$ cat config.mk
export PLATFORM = sky130hd
export DESIGN_NAME = tftp_write_receiver_core
export DESIGN_NICKNAME = d
export VERILOG_FILES = /design/src/hw/rtl/tftpwr_pkg.sv /design/src/hw/rtl/tftpwr_decide.sv /design/src/hw/rtl/tftpwr_session.sv /design/src/hw/rtl/tftp_write_receiver_core.sv
export SDC_FILE = /design/constraint.sdc
export NUM_CORES = 1
export LEC_CHECK = 0
export ABC_AREA = 0
export BUFFER_PORTS_ARGS = -buffer_cell sky130_fd_sc_hd__buf_2
export CORE_MARGIN = 10
export CORE_UTILIZATION = 48
export CTS_BUF_LIST = sky130_fd_sc_hd__clkbuf_8
export DETAILED_ROUTE_END_ITERATION = 10
export PLACE_DENSITY_LB_ADDON = 0.05
export REMOVE_ABC_BUFFERS = 1
export SETUP_SLACK_MARGIN = 0.5
export SKIP_LAST_GASP = 1
export SLEW_MARGIN = 20
export SYNTH_ARGS = -nofsm -noshare
export SYNTH_HDL_FRONTEND = slang
export SYNTH_SLANG_ARGS = --single-unit
$ cat constraint.sdc
create_clock -name i_clk -period 12.3 [get_ports i_clk]
set_input_delay 1.23 -clock i_clk [delete_from_list [all_inputs] [get_ports i_clk]]
set_output_delay 1.23 -clock i_clk [all_outputs]
set_load 0.01 [all_outputs]
$ cat src/hw/rtl/tftpwr_pkg.sv
package tftpwr_pkg;

    localparam int BLOCK_BYTES = 512;
    localparam int HDR_BYTES   = 4;
    localparam int REQ_MIN_LEN = 6;

    localparam int LEN_W  = 10;
    localparam int WORD_W = 16;
    localparam int CNT_W  = 8;

    localparam int IN_TDATA_W  = 64;
    localparam int OUT_TDATA_W = 40;

    localparam logic [WORD_W-1:0] REQ_OPCODE = 16'd2;
    localparam logic [WORD_W-1:0] DAT_OPCODE = 16'd3;
    localparam logic [CNT_W-1:0]  FAIL_LIMIT_RST = 8'd7;

    typedef enum logic [1:0] {
        ST_IDLE     = 2'd0,
        ST_CONTINUE = 2'd1,
        ST_DONE     = 2'd2,
        ST_ABORT    = 2'd3
    } t_status;

    typedef enum logic [2:0] {
        ERR_NONE     = 3'd0,
        ERR_LENGTH   = 3'd1,
        ERR_OPCODE   = 3'd2,
        ERR_BLOCK    = 3'd3,
        ERR_NAME     = 3'd4,
        ERR_MODE     = 3'd5,
        ERR_TIMEOUTS = 3'd6
    } t_err;

    typedef struct packed {
        logic              op;
        logic [LEN_W-1:0]  pkt_len;
        logic [WORD_W-1:0] pkt_opcode;
        logic [WORD_W-1:0] data_blk;
        logic [LEN_W-1:0]  name_len;
        logic [LEN_W-1:0]  mode_len;
    } t_item;

    typedef struct packed {
        logic              ack_send;
        logic [WORD_W-1:0] ack_block;
        logic              write_en;
        logic [LEN_W-1:0]  write_len;
        t_status           status;
        t_err              error_code;
    } t_result;

    typedef struct packed {
        logic              active;
        logic [WORD_W-1:0] ack_count;
        logic [CNT_W-1:0]  timeout_count;
    } t_sess;

endpackage

$ cat src/hw/rtl/tftpwr_decide.sv
module tftpwr_decide (
    input  tftpwr_pkg::t_item              i_item,
    input  tftpwr_pkg::t_sess              i_sess,
    input  logic [tftpwr_pkg::CNT_W-1:0]   i_limit,
    output tftpwr_pkg::t_result            o_res,
    output tftpwr_pkg::t_sess              o_sess
);
    import tftpwr_pkg::*;

    logic [LEN_W:0]    len_m4;
    logic [LEN_W:0]    mode_room;
    logic [WORD_W:0]   next_blk;
    logic [WORD_W-1:0] ack_inc;
    logic [CNT_W-1:0]  tc_inc;
    t_err              err;

    assign len_m4    = {1'b0, i_item.pkt_len} - (LEN_W+1)'(HDR_BYTES);
    assign mode_room = len_m4 - {1'b0, i_item.name_len};
    assign next_blk  = {1'b0, i_sess.ack_count} + (WORD_W+1)'(1);
    assign ack_inc   = next_blk[WORD_W-1:0];
    assign tc_inc    = i_sess.timeout_count + CNT_W'(1);

    always_comb begin
        o_res  = '0;
        o_sess = i_sess;
        err    = ERR_NONE;
        if (i_item.op) begin
            if (i_sess.active) begin
                o_res.ack_send  = 1'b1;
                o_res.ack_block = i_sess.ack_count;
                if (tc_inc >= i_limit) begin
                    o_res.status     = ST_ABORT;
                    o_res.error_code = ERR_TIMEOUTS;
                    o_sess           = '0;
                end else begin
                    o_res.status         = ST_CONTINUE;
                    o_sess.timeout_count = tc_inc;
                end
            end
        end else if (!i_sess.active) begin
            if (i_item.pkt_len < LEN_W'(REQ_MIN_LEN)) begin
                err = ERR_LENGTH;
            end else if (i_item.pkt_opcode != REQ_OPCODE) begin
                err = ERR_OPCODE;
            end else if (i_item.name_len == '0 || {1'b0, i_item.name_len} >= len_m4) begin
                err = ERR_NAME;
            end else if (i_item.mode_len == '0 || {1'b0, i_item.mode_len} > mode_room) begin
                err = ERR_MODE;
            end
            if (err != ERR_NONE) begin
                o_res.status     = ST_ABORT;
                o_res.error_code = err;
                o_sess           = '0;
            end else begin
                o_res.ack_send = 1'b1;
                o_res.status   = ST_CONTINUE;
                o_sess         = '{active: 1'b1, ack_count: '0, timeout_count: '0};
            end
        end else begin
            o_sess.timeout_count = '0;
            if (i_item.pkt_len < LEN_W'(HDR_BYTES) ||
                i_item.pkt_len > LEN_W'(BLOCK_BYTES + HDR_BYTES)) begin
                err = ERR_LENGTH;
            end else if (i_item.pkt_opcode != DAT_OPCODE) begin
                err = ERR_OPCODE;
            end else if ({1'b0, i_item.data_blk} != next_blk) begin
                err = ERR_BLOCK;
            end
            if (err != ERR_NONE) begin
                o_res.status     = ST_ABORT;
                o_res.error_code = err;
                o_sess           = '0;
            end else begin
                o_res.ack_send  = 1'b1;
                o_res.ack_block = ack_inc;
                o_res.write_en  = 1'b1;
                o_res.write_len = len_m4[LEN_W-1:0];
                if (i_item.pkt_len < LEN_W'(BLOCK_BYTES + HDR_BYTES)) begin
                    o_res.status = ST_DONE;
                    o_sess       = '0;
                end else begin
                    o_res.status     = ST_CONTINUE;
                    o_sess.ack_count = ack_inc;
                end
            end
        end
    end

endmodule

$ cat src/hw/rtl/tftpwr_session.sv
module tftpwr_session (
    input  logic                           i_clk,
    input  logic                           i_rst_n,
    input  logic                           i_update,
    input  tftpwr_pkg::t_sess              i_sess_nxt,
    input  logic                           i_cfg_valid,
    input  logic [tftpwr_pkg::CNT_W-1:0]   i_cfg_data,
    output tftpwr_pkg::t_sess              o_sess,
    output logic [tftpwr_pkg::CNT_W-1:0]   o_limit
);
    import tftpwr_pkg::*;

    t_sess            r_sess;
    logic [CNT_W-1:0] r_limit;

    always_ff @(posedge i_clk) begin
        if (!i_rst_n) begin
            r_sess  <= '0;
            r_limit <= FAIL_LIMIT_RST;
        end else begin
            if (i_update) begin
                r_sess <= i_sess_nxt;
            end
            if (i_cfg_valid) begin
                r_limit <= i_cfg_data;
            end
        end
    end

    assign o_sess  = r_sess;
    assign o_limit = r_limit;

endmodule

$ cat src/hw/rtl/tftp_write_receiver_core.sv
// TFTP write-request receiver core.
// Slave stream: one beat per event. tuser = op (0 packet summary, 1 timeout
// tick); tdata carries the packet summary fields.
// Master stream: one result beat per accepted input beat, in order.
// Config channel: i_cfg_valid/o_cfg_ready/i_cfg_data sets the consecutive
// timeout limit (reset 7); o_cfg_ready is always high. Write it only idle.
// Path: a beat accepted into the input register goes through the decision
// logic into the result register, which drives m_tvalid.
// Throughput: one beat per cycle while m_tready is high; session state is updated in the same
// cycle the decision logic moves an item into the result register.
// Stall: when m_tready is low the result holds; one more beat is buffered
// in the input register, then s_tready drops.
// Reset (synchronous, active low): session idle, counters cleared, both
// registers empty, limit back to 7.
module tftp_write_receiver_core (
    input  logic                                i_clk,
    input  logic                                i_rst_n,
    input  logic                                s_tvalid,
    output logic                                s_tready,
    input  logic [tftpwr_pkg::IN_TDATA_W-1:0]   s_tdata,  // pkt_len[9:0], pkt_opcode[25:10],
                                                          // data_blk[41:26], name_len[51:42],
                                                          // mode_len[61:52], zero[63:62]
    input  logic                                s_tuser,  // op
    output logic                                m_tvalid,
    input  logic                                m_tready,
    output logic [tftpwr_pkg::OUT_TDATA_W-1:0]  m_tdata,  // ack_send[0], ack_block[16:1],
                                                          // write_en[17], write_len[27:18],
                                                          // status[29:28],
                                                          // error_code[32:30], zero[39:33]
    input  logic                                i_cfg_valid,
    output logic                                o_cfg_ready,
    input  logic [tftpwr_pkg::CNT_W-1:0]        i_cfg_data
);
    import tftpwr_pkg::*;

    logic             r_in_valid;
    t_item            r_item;
    logic             r_out_valid;
    t_result          r_res;
    logic             out_free;
    logic             advance;
    t_sess            sess;
    t_sess            n_sess;
    t_result          n_res;
    logic [CNT_W-1:0] limit;

    assign out_free    = !r_out_valid || m_tready;
    assign advance     = r_in_valid && out_free;
    assign s_tready    = !r_in_valid || out_free;
    assign o_cfg_ready = 1'b1;

    always_ff @(posedge i_clk) begin
        if (!i_rst_n) begin
            r_in_valid  <= 1'b0;
            r_out_valid <= 1'b0;
        end else begin
            if (s_tready) begin
                r_in_valid <= s_tvalid;
            end
            if (out_free) begin
                r_out_valid <= r_in_valid;
            end
        end
    end

    always_ff @(posedge i_clk) begin
        if (s_tvalid && s_tready) begin
            r_item <= '{op:         s_tuser,
                        pkt_len:    s_tdata[9:0],
                        pkt_opcode: s_tdata[25:10],
                        data_blk:   s_tdata[41:26],
                        name_len:   s_tdata[51:42],
                        mode_len:   s_tdata[61:52]};
        end
        if (advance) begin
            r_res <= n_res;
        end
    end

    tftpwr_decide u_decide (
        .i_item (r_item),
        .i_sess (sess),
        .i_limit(limit),
        .o_res  (n_res),
        .o_sess (n_sess)
    );

    tftpwr_session u_session (
        .i_clk      (i_clk),
        .i_rst_n    (i_rst_n),
        .i_update   (advance),
        .i_sess_nxt (n_sess),
        .i_cfg_valid(i_cfg_valid),
        .i_cfg_data (i_cfg_data),
        .o_sess     (sess),
        .o_limit    (limit)
    );

    assign m_tvalid = r_out_valid;
    assign m_tdata  = {7'd0, r_res.error_code, r_res.status, r_res.write_len,
                       r_res.write_en, r_res.ack_block, r_res.ack_send};

endmodule

# Word level (Yosys, flattened, before mapping)
# Cells that the tools add are included.
# totals
ff_bits,131
in_bits,78
out_inout_bits,43
word_cells,88
# classes
addsub,4
order_cmp,7
eq_ne,5
n_mux,36
bitwise,1
n_reduce_logical,17
# op_table
op,count
25-bit 2-to-1 mux,5
17-bit 2-to-1 mux,3
3-bit 2-to-1 mux,13
16-bit by 2-bit != test with 1-bit output (second input constant),2
28-bit 2-to-1 mux,1
27-bit 2-to-1 mux,1
10-bit zero test,2
10-bit by 3-bit < comparator with 1-bit output (second input constant),2
16-bit by 1-bit adder with 17-bit output (second input constant),1
16-bit by 17-bit != test with 1-bit output,1
16-bit 2-to-1 mux,1
5-bit 2-to-1 mux,3
10-bit by 11-bit >= comparator with 1-bit output,1
10-bit by 11-bit greater-than comparator with 1-bit output,1
10-bit by 3-bit subtractor with 11-bit output (second input constant),1
11-bit by 10-bit subtractor with 11-bit output,1
10-bit greater-than comparator (second input constant),1
10-bit < comparator (second input constant),1
2-bit 2-to-1 mux,5
8-bit by 1-bit adder with 8-bit output (second input constant),1
8-bit >= comparator,1
8-bit 2-to-1 mux,1
3-bit nonzero test,2
1-bit logical OR,5
other kinds (9),14

# Longest topological paths before layout
# Gate-level depths: netlist (run 1).
# depth
depth_word,14
depth_mapped,21
ltp_nobuf,21

# By module
# From an unflattened synthesis (run 1), not the netlist that was laid out.
# unflattened
hier_cells,735
area_unflattened_um2,7619.8
# modules_own_cells
mod,instances,cells_per_inst,area_per_inst_um2,seq_area_each_um2
tftpwr_decide,1,514,3305.7,0.0
tftp_write_receiver_core,1,115,3054.2,2922.8
tftpwr_session,1,106,1260.0,660.6

# Worst setup path after synthesis (run 1)
# OpenSTA, ideal clock, no wires.
# synth_timing
path_type,register to register
from,register r_item[54] (netlist name)
to,"register r_res, in the netlist m_tdata[29] (data pin)"
setup_ps,271
arrival_time_ps,3607
required_ps,12029
setup_slack_ps,8422
path_stages_with_launch,21
path_buffers,0
period_less_slack_ps,3878
cell_sequence,edfxtp_1 inv_1 ha_1 xor2_1 ha_1 o21a_1 nor2_1 a31oi_1 a21oi_1 o21bai_1 a21o_1 a21oi_1 xor2_1 ha_1 nand2_1 nor2_1 o31a_1 o31ai_1 and3b_1 nor4_1 o31ai_1
# synth_rtl
item,line_no,rtl
"start, declared",tftp_write_receiver_core.sv:37,t_item r_item;
"start signal, assigned",tftp_write_receiver_core.sv:68,"r_item <= '{op: s_tuser,"
"end signal, assigned",tftp_write_receiver_core.sv:76,r_res <= n_res;
"end, declared",tftp_write_receiver_core.sv:39,t_result r_res;

==> impl_metrics.tcl, run 1 <==
set metrics [dict create \
    row_count 43 \
    clkTransAtPathRegs_ps 80 \
    layout_min_cycle_time_ps 4720 \
    core_um2 14000 \
    pwr-share-comb_pct 10.6 \
    seq_power_share_pct 50.1 \
    h-tree-depth 4 \
    top_layer "met4" \
    crit_family "compound AO/OA/AOI/OAI gates" \
    drtIter0Drc 401 \
    p_int_mw 0.745 \
    power.switching_mw 0.261 \
    cp_data_arrival_time_ps 4910 \
    postCtsHoldBufs 0 \
    dieArea_um2 19600 \
    hold_path_class "register to register" \
    placed_cells 927 \
    post_cts_resized 0 \
    syn_area_um2 6920 \
    clk_latency_ps 460 \
    synth_top_area_share_pct 41.6 \
    finalSetupViolCount 0 \
    status "finished clean" \
    crit_slowest_cell "nor4_1" \
    routed_via_density 5.54 \
    synth_cell_types 66 \
    async_flop_share_pct 0 \
    route.detailed.drc 0 \
    finalWeightedCongestion 0.891 \
    drt_wl_total_um 16500 \
    powerDensity_nw_per_um2 126 \
    cts_buffers 17 \
    ys_seq_area_share_pct 51.8 \
    drv_slew 0 \
    numClockSinks 131 \
    fin_crit_sh_pct 38.4 \
    grt.total_usage_pct 16.6 \
    fin_skew_ps 13.0 \
    die_x_um 140 \
    vias 5316 \
    synth_top_cell_by_area "edfxtp_1" \
    path_cells "inv_1 > ha_1 > xor2_1 > ha_1 > o21a_1 > nor2_1 > a31oi_1 > a21oi_1 > o21bai_1 > a21o_1 > a21oi_1 > xor2_1 > ha_1 > nand2_1 > nor2_1 > o31a_1 > o31ai_1 > and3b_1 > nor4_1 > o31ai_1" \
    final_util_pct 57.1 \
    required_ps 12490 \
    cp.buffers_inverters 1 \
    antenna_found_initial 0 \
    grt_pass1_vias 5410 \
    critical_path_class "register to register" \
    swShare_pct 25.9 \
    synthTopCellsByCount "edfxtp_1, nor2_1, nand2_1" \
    ys_top_cells_by_area "edfxtp_1, dfxtp_1, ha_1" \
    io_pins 121 \
    slowest_delay_ps 520 \
    synthFlopType "edfxtp_1" \
    wl_met1_um 7220 \
    die_h_um 140 \
    cp_common_cell "ha_1" \
    dr_wl_met2_um 7860 \
    postCtsSetupBuffers 0 \
    antenna_left 0 \
    cts_root_buffer "clkbuf_8" \
    ir_drop_mv 0.0772 \
    hold_viol 0 \
    synth.avg_cell_area_um2 10.4 \
    post_layout_nonfiller_instances 959 \
    worstMarginPinSlew_ps 1110 \
    dr.pass1.iters 5 \
    p_leak_nw 3.22 \
    antennaDiodeCount 0 \
    max_slew_margin_pct 26.0 \
    synthCells 665 \
    fin_nets 877 \
    grt_first_pass_wirelength_um 26400 \
    cp-start-kind "register" \
    grt_max_degree 49 \
    route.met3.wl_um 986 \
    grt_overflow 0 \
    clock_path_buffers 2 \
    yosysMostFrequentCell "edfxtp_1" \
    initial_core_util_pct 49.5 \
    cts_tree "built" \
    yosysWarningCount 0 \
    detailed_place_hpwl_um 12100 \
    clkPwrFrac_pct 39.4 \
    endpoint_kind "register" \
    drive_gt1_share_pct 20.7 \
    wl_per_cell_um 17.2 \
    critPathMaxFanout 5 \
    synth-edff-count 96 \
    portBuffers 110 \
    cap_violations 0 \
    rsz0062_at_grt "false" \
    fmaxAchievable_mhz 212 \
    tns_ps 0 \
    syn2layout_area_growth_pct 15.4 \
    ys_ff_latch 131 \
]
[per-stage QoR]
| step | instance area [µm²] | setup slack (ps) | hold WS, ps | power [mW] |
|---|---|---|---|---|
| 4_1_cts | 7990 | 7670 | 496 | 1.02 |
| 3_5_place_dp | 7560 | 7700 | 484 | 0.620 |
| 5_1_grt | 7990 | 7320 | 520 | 1.05 |
| 2_1_floorplan | 6750 | 8390 | 444 | 0.581 |
| 3_3_place_gp | 7560 | 7810 | 467 | 0.616 |
| 6_report | 7990 | 7580 | 494 | 1.01 |
[power by group through the flow]
stage                     clock network (mW)  registers, mW  logic, mW
after floorplan                            0          0.514     0.0666
after global placement                     0          0.514      0.103
after detailed placement                   0          0.514      0.106
after CTS                              0.405          0.504      0.107
after global routing                   0.423          0.506      0.120
final                                  0.396          0.504      0.106
[state kept, by name, summed over array words and instances, names as in the netlist]
register,flops
m_tvalid,1
r_in_valid,1
m_tdata,33
r_item,63
u_session.o_limit,8
u_session.o_sess,25
[cell type report]
| cell class | count | area, µm² |
|---|---|---|
| Fill cell | 1235 | 6000 |
| Sequential cell | 131 | 3580 |
| Multi-Input combinational cell | 463 | 3020 |
| Timing Repair Buffer | 113 | 573 |
| Clock buffer | 17 | 234 |
| Tap cell | 180 | 225 |
| Clock inverter | 15 | 196 |
| Inverter | 40 | 150 |
[worst register-to-register path: stages (launching register included)]
cell and delay [ps]:
edfxtp_1 470, inv_1 190, ha_1 260, xor2_1 300, ha_1 340, o21a_1 140, nor2_1 90, a31oi_1 80
a21oi_1 180, o21bai_1 100, a21o_1 190, a21oi_1 180, xor2_1 210, ha_1 270, nand2_1 90, nor2_1 60
o31a_1 100, o31ai_1 290, and3b_1 250, nor4_1 520, o31ai_1 140
[cells in the final DEF (no fill, tap or decap), drive strengths merged, types with 10 or more instances in the layout]
master | Yosys | layout
a21oi | 32 | 32
a22oi | 12 | 12
a31oi | 11 | 11
and3 | 10 | 10
buf | 21 | 113
clkbuf | 16 | 17
dfxtp | 35 | 35
edfxtp | 96 | 96
ha | 32 | 32
inv | 40 | 46
nand2 | 55 | 55
nand3 | 30 | 30
nor2 | 62 | 62
nor3 | 13 | 13
nor4 | 14 | 14
o21ai | 18 | 18
xnor2 | 26 | 26
xor2 | 14 | 14
[layer usage]
layer / track usage [%] / vias up
met4: 7.17 / 0
met2: 26.8 / 166
met5: 0 / -
met1: 20.1 / 2497
li1: - / 2618
met3: 5.14 / 35
[final timing paths]
check                                           from                    to  slack [ps]  depth (start not counted)
worst max-delay path                      r_item[54]           m_tdata[29]        7580                         20
worst min-delay path            u_session.o_limit[1]  u_session.o_limit[1]         490                          2
worst max register to register            r_item[54]           m_tdata[29]        7580                         20
worst min register to register  u_session.o_limit[1]  u_session.o_limit[1]         490                          2
[kinds of logic after synthesis]
group / share of synthesized area [%]
compound gates: 12.1
xor+xnor: 5.40
fa+ha+maj: 6.07
buf+inv: 4.97
flops: 51.8
mux: 1.16
other cells: 0.108
simple gates: 18.4
No activity file was read; power rests on OpenSTA's default activity.
==> run 2: changes to the inputs <==
ABC_AREA = 1   (was 0)
clock period = 4.8 ns   (was 12.3 ns; I/O delays follow)
==> impl_metrics.tcl, run 2 <==
set metrics [dict create \
    status "finished clean" \
    final_common_cell "nand2_1" \
    rsz0062_at_grt "false" \
    fin_crit_sh_pct 82.9 \
    tns_ps 0 \
    detailed_place_hpwl_um 13900 \
    syn_area_um2 6940 \
    hold_path_class "input port to register" \
    required_ps 4980 \
    io_pins 121 \
    antenna_left 0 \
    cts_buffers 17 \
    route.detailed.drc 0 \
    cap_violations 0 \
    wl_per_cell_um 16.9 \
    synthCells 774 \
    ys_top_cells_by_area "edfxtp_1, dfxtp_1, nand2_1" \
    cts_tree "built" \
    clock_path_buffers 2 \
    yosysMostFrequentCell "nand2_1" \
    synth-edff-count 96 \
    cts_root_buffer "clkbuf_8" \
    ys_seq_area_share_pct 51.6 \
    die_h_um 140 \
    critical_path_class "register to register" \
    antenna_found_initial 0 \
    synthFlopType "edfxtp_1" \
    drt_wl_total_um 18300 \
    ys_ff_latch 131 \
    h-tree-depth 4 \
    row_count 43 \
    clkTransAtPathRegs_ps 80 \
    numClockSinks 131 \
    ir_drop_mv 0.208 \
    synth_top_cell_by_area "edfxtp_1" \
    drive_gt1_share_pct 19.6 \
    reg2regPathDepth 23 \
    finalSetupViolCount 0 \
    post_layout_nonfiller_instances 1086 \
    portBuffers 110 \
    fillers 1263 \
    largest_register_ffs 63 \
    drtIter0Drc 377 \
    regMostFlops "r_item" \
    holdWs_ps 211 \
    core_um2 14000 \
    p_leak_nw 3.47 \
    synth.avg_cell_area_um2 8.97 \
    max_slew_margin_pct 45.3 \
    grt_overflow 0 \
    syn2layout_area_growth_pct 16.0 \
    finalWeightedCongestion 0.883 \
    vias 5764 \
    die_x_um 140 \
    layout_min_cycle_time_ps 3980 \
    routed_via_density 5.31 \
    dr.pass1.iters 7 \
    critPathMaxFanout 5 \
    grt.total_usage_pct 18.6 \
    powerDensity_nw_per_um2 310 \
    synth_cell_types 43 \
    hold_path_depth 1 \
    antennaDiodeCount 0 \
    synth_top_area_share_pct 41.5 \
    hold_viol 0 \
    async_flop_share_pct 0 \
    placed_cells 1053 \
    fmaxAchievable_mhz 251 \
    cp-start-kind "register" \
    initial_core_util_pct 49.4 \
    worstMarginPinSlew_ps 819 \
    clk_latency_ps 440 \
    p_total_mw 2.50 \
    grt_max_degree 39 \
    layout_common_cells "nand2_1, buf_2, inv_1" \
    drv_slew 0 \
    cp_data_arrival_time_ps 4160 \
    grt_first_pass_wirelength_um 29600 \
    synthTopCellsByCount "nand2_1, inv_1, edfxtp_1" \
    endpoint_kind "register" \
    fin_nets 1004 \
    grt_pass1_vias 5766 \
    dieArea_um2 19700 \
    yosysWarningCount 0 \
    fin_skew_ps 8.88 \
]
## run 2: cell count changes after synthesis, sizes merged, moves of 15 or more
cell,before,now
nand3,30,66
o22ai,0,15
inv,40,109
xnor2,26,6
nand2,55,155
nor2,62,92
a21oi,32,48
## run 2: final cells by class
class                      count  area, µm²  share of cell area [%]
sequential                   131       3580                    44.5
multi-input combinational    519       2870                    35.6
timing repair buffer         114        581                    7.21
clock buffer                  20        275                    3.42
tap                          180        225                    2.80
inverter                     110        413                    5.13
clock inverter                12        105                    1.31
## run 2: critical path, cell delays in order, from the launching register on
cell	delay, ps
edfxtp_1	440
inv_2	140
ha_1	210
nand2_1	160
xor2_2	200
inv_1	90
ha_1	340
a21oi_1	210
o21ai_2	100
a21oi_2	170
o21ai_1	90
xor2_1	150
ha_1	290
nand2_1	70
inv_1	50
a22o_1	170
nor2_1	90
nand2_1	60
nand3_1	80
nand2_1	110
o21bai_1	200
nand4_1	140
nand2_1	110
o21ai_0	70
## run 2: path summary, 6_finish.rpt
check,slack [ps],from,endpoint
max,820,r_item[54],m_tdata[29]
min,210,s_tdata[29],r_item[23]
max reg2reg,820,r_item[54],m_tdata[29]
min reg2reg,470,u_session.o_limit[7],u_session.o_limit[7]
## run 2: metrics by stage
stage	util, %	area, µm²	setup WS [ps]
global route	57.3	8050	479
finish	57.3	8050	820
detailed placement	54.4	7640	616
floorplan	-	6840	1250
global placement	54.4	7640	704
CTS	57.1	8020	597
## run 2: logic make-up after synthesis
group                    synth area share (%)
flip-flops                               51.6
AO/OA/AOI/OAI                            8.24
AND/OR/NAND/NOR                          23.7
buffers and inverters                    7.75
other                                   0.108
adder cells (fa/ha/maj)                  6.06
XOR/XNOR                                 2.52
## run 2: layer usage
| layer | share of wire [%] | global-route usage (%) | vias to the layer above |
|---|---|---|---|
| li1 | - | - | 2846 |
| met1 | 45 | 24.2 | 2676 |
| met2 | 46 | 28.9 | 223 |
| met3 | 7.2 | 5.48 | 19 |
| met4 | 1.4 | 6.09 | 0 |
| met5 | 0 | 0 | - |
## run 2: repair_timing
item,CTS,global route
buffers inserted,0,1
setup endpoints to repair,0,5
resized for setup,0,9
hold buffers,0,0
## run 2: power by group
group / internal, mW / total, mW / switching [mW] / leakage, nW
logic: 0.114 / 0.311 / 0.197 / 2.07
clock network: 0.450 / 0.894 / 0.445 / 0.193
registers: 1.27 / 1.29 / 0.0253 / 1.21
==> run 3: changes to the inputs <==
clock period = 3.3 ns   (was 4.8 ns; I/O delays follow)
==> impl_metrics.tcl, run 3 (synthesis results as in run 2) <==
set metrics [dict create \
    status "finished, violations left" \
    violations "negative setup slack" \
    rsz0062_at_grt "true" \
    grt.total_usage_pct 18.8 \
    die_h_um 140 \
    cp_common_cell "inv_2" \
    ir_drop_mv 0.333 \
    critical_path_class "register to register" \
    final_common_cell "nand2_1" \
    cts_root_buffer "clkbuf_8" \
    h-tree-depth 4 \
    dr.pass1.iters 6 \
    route.detailed.drc 0 \
    cp_data_arrival_time_ps 3720 \
    syn2layout_area_growth_pct 27.0 \
    portBuffers 110 \
    fin_skew_ps 11.0 \
    core_um2 14000 \
    drt_wl_total_um 18800 \
    post_layout_nonfiller_instances 1141 \
    cap_violations 0 \
    die_x_um 140 \
    postCtsHoldBufs 0 \
    antennaDiodeCount 0 \
    placed_cells 1093 \
    detailed_place_hpwl_um 14000 \
    grt_first_pass_wirelength_um 30200 \
    fin_crit_sh_pct 107 \
    fmaxAchievable_mhz 283 \
    grt_pass1_vias 6169 \
    grt_overflow 0 \
    endpoint_kind "register" \
    antenna_left 0 \
    required_ps 3480 \
    regMostFlops "r_item" \
    drtIter0Drc 427 \
    clock_path_buffers 2 \
    routed_via_density 5.26 \
    clk_latency_ps 450 \
    largest_register_ffs 63 \
    p_total_mw 4.00 \
    hold_path_class "input port to register" \
    layout_min_cycle_time_ps 3540 \
    clkTransAtPathRegs_ps 80 \
    hold_viol 0 \
    p_leak_nw 3.84 \
    finalWeightedCongestion 0.952 \
    crit_slowest_cell "edfxtp_1" \
    grt_max_degree 47 \
    slowest_delay_ps 430 \
    holdWs_ps 52.4 \
    drive_gt1_share_pct 28.7 \
    row_count 43 \
    vias 6005 \
    crit_family "simple AND/OR/NAND/NOR gates" \
    fin_ws_ps -236 \
    initial_core_util_pct 49.4 \
    layout_common_cells "nand2_1, buf_2, inv_1" \
    cts_buffers 17 \
    dieArea_um2 19700 \
    finalSetupViolCount 4 \
    cp.buffers_inverters 5 \
    cts_tree "built" \
    worstMarginPinSlew_ps 628 \
    max_slew_margin_pct 58.0 \
    wl_per_cell_um 16.5 \
    powerDensity_nw_per_um2 454 \
    numClockSinks 131 \
    antenna_found_initial 0 \
    critPathMaxFanout 4 \
    drv_slew 0 \
    io_pins 121 \
    fin_nets 1059 \
    cp-start-kind "register" \
]
-- run 3: cell count changes in the layout (fill, tap and decap cells not counted), moves of 5 or more --
cell / delta
ha_4: +7
a21oi_1: -5
ha_1: -7
nand2_2: +6
nand3_1: -5
nand2_1: -8
buf_4: +50
-- run 3: final timing paths --
check | from | to | slack [ps] | depth (start not counted)
hold / removal | s_tdata[55] | r_item[3] | 50 | 1
setup reg to reg | r_item[55] | m_tdata[29] | -240 | 26
setup / recovery | r_item[55] | m_tdata[29] | -240 | 26
hold reg to reg | u_session.o_limit[3] | u_session.o_limit[3] | 470 | 2
-- run 3: per-stage QoR --
| stage | worst slack, ps | cell area (µm²) | TNS (ps) | util (%) |
|---|---|---|---|---|
| CTS | -235 | 8660 | -767 | 61.7 |
| finish | -236 | 8810 | -877 | 62.8 |
| global route | -510 | 8810 | -2120 | 62.8 |
| detailed placement | -496 | 7950 | -1670 | 56.6 |
| global placement | -339 | 7950 | -1080 | 56.6 |
| floorplan | -249 | 6840 | -596 | - |
-- run 3: timing repair --
action | in CTS | in global routing
resized for setup | 40 | 30
pin swaps | 21 | 24
gates cloned | 0 | 0
setup endpoints to repair | 15 | 57
buffers inserted | 11 | 5
-- run 3: per-layer routing --
metal  routed length [µm]  vias to the layer above  global-route usage, %  share of wire, %
met5                    0                        -                      0                 0
met4                  290                        0                   5.49               1.5
met3                 1260                       24                   6.22               6.7
met2                 9190                      178                   31.2                49
met1                 8050                     2848                   22.7                43
li1                     -                     2955                      -                 -
-- run 3: area by class of cell --
cell class	count	area (µm²)
Timing Repair Buffer	169	1020
Clock buffer	18	248
Clock inverter	14	196
Fill cell	1200	5230
Inverter	110	415
Multi-Input combinational cell	519	3120
Sequential cell	131	3590
Tap cell	180	225
-- run 3: power breakdown --
group,switching [mW],internal [mW]
clock network,0.630,0.907
logic,0.318,0.264
registers,0.0376,1.84
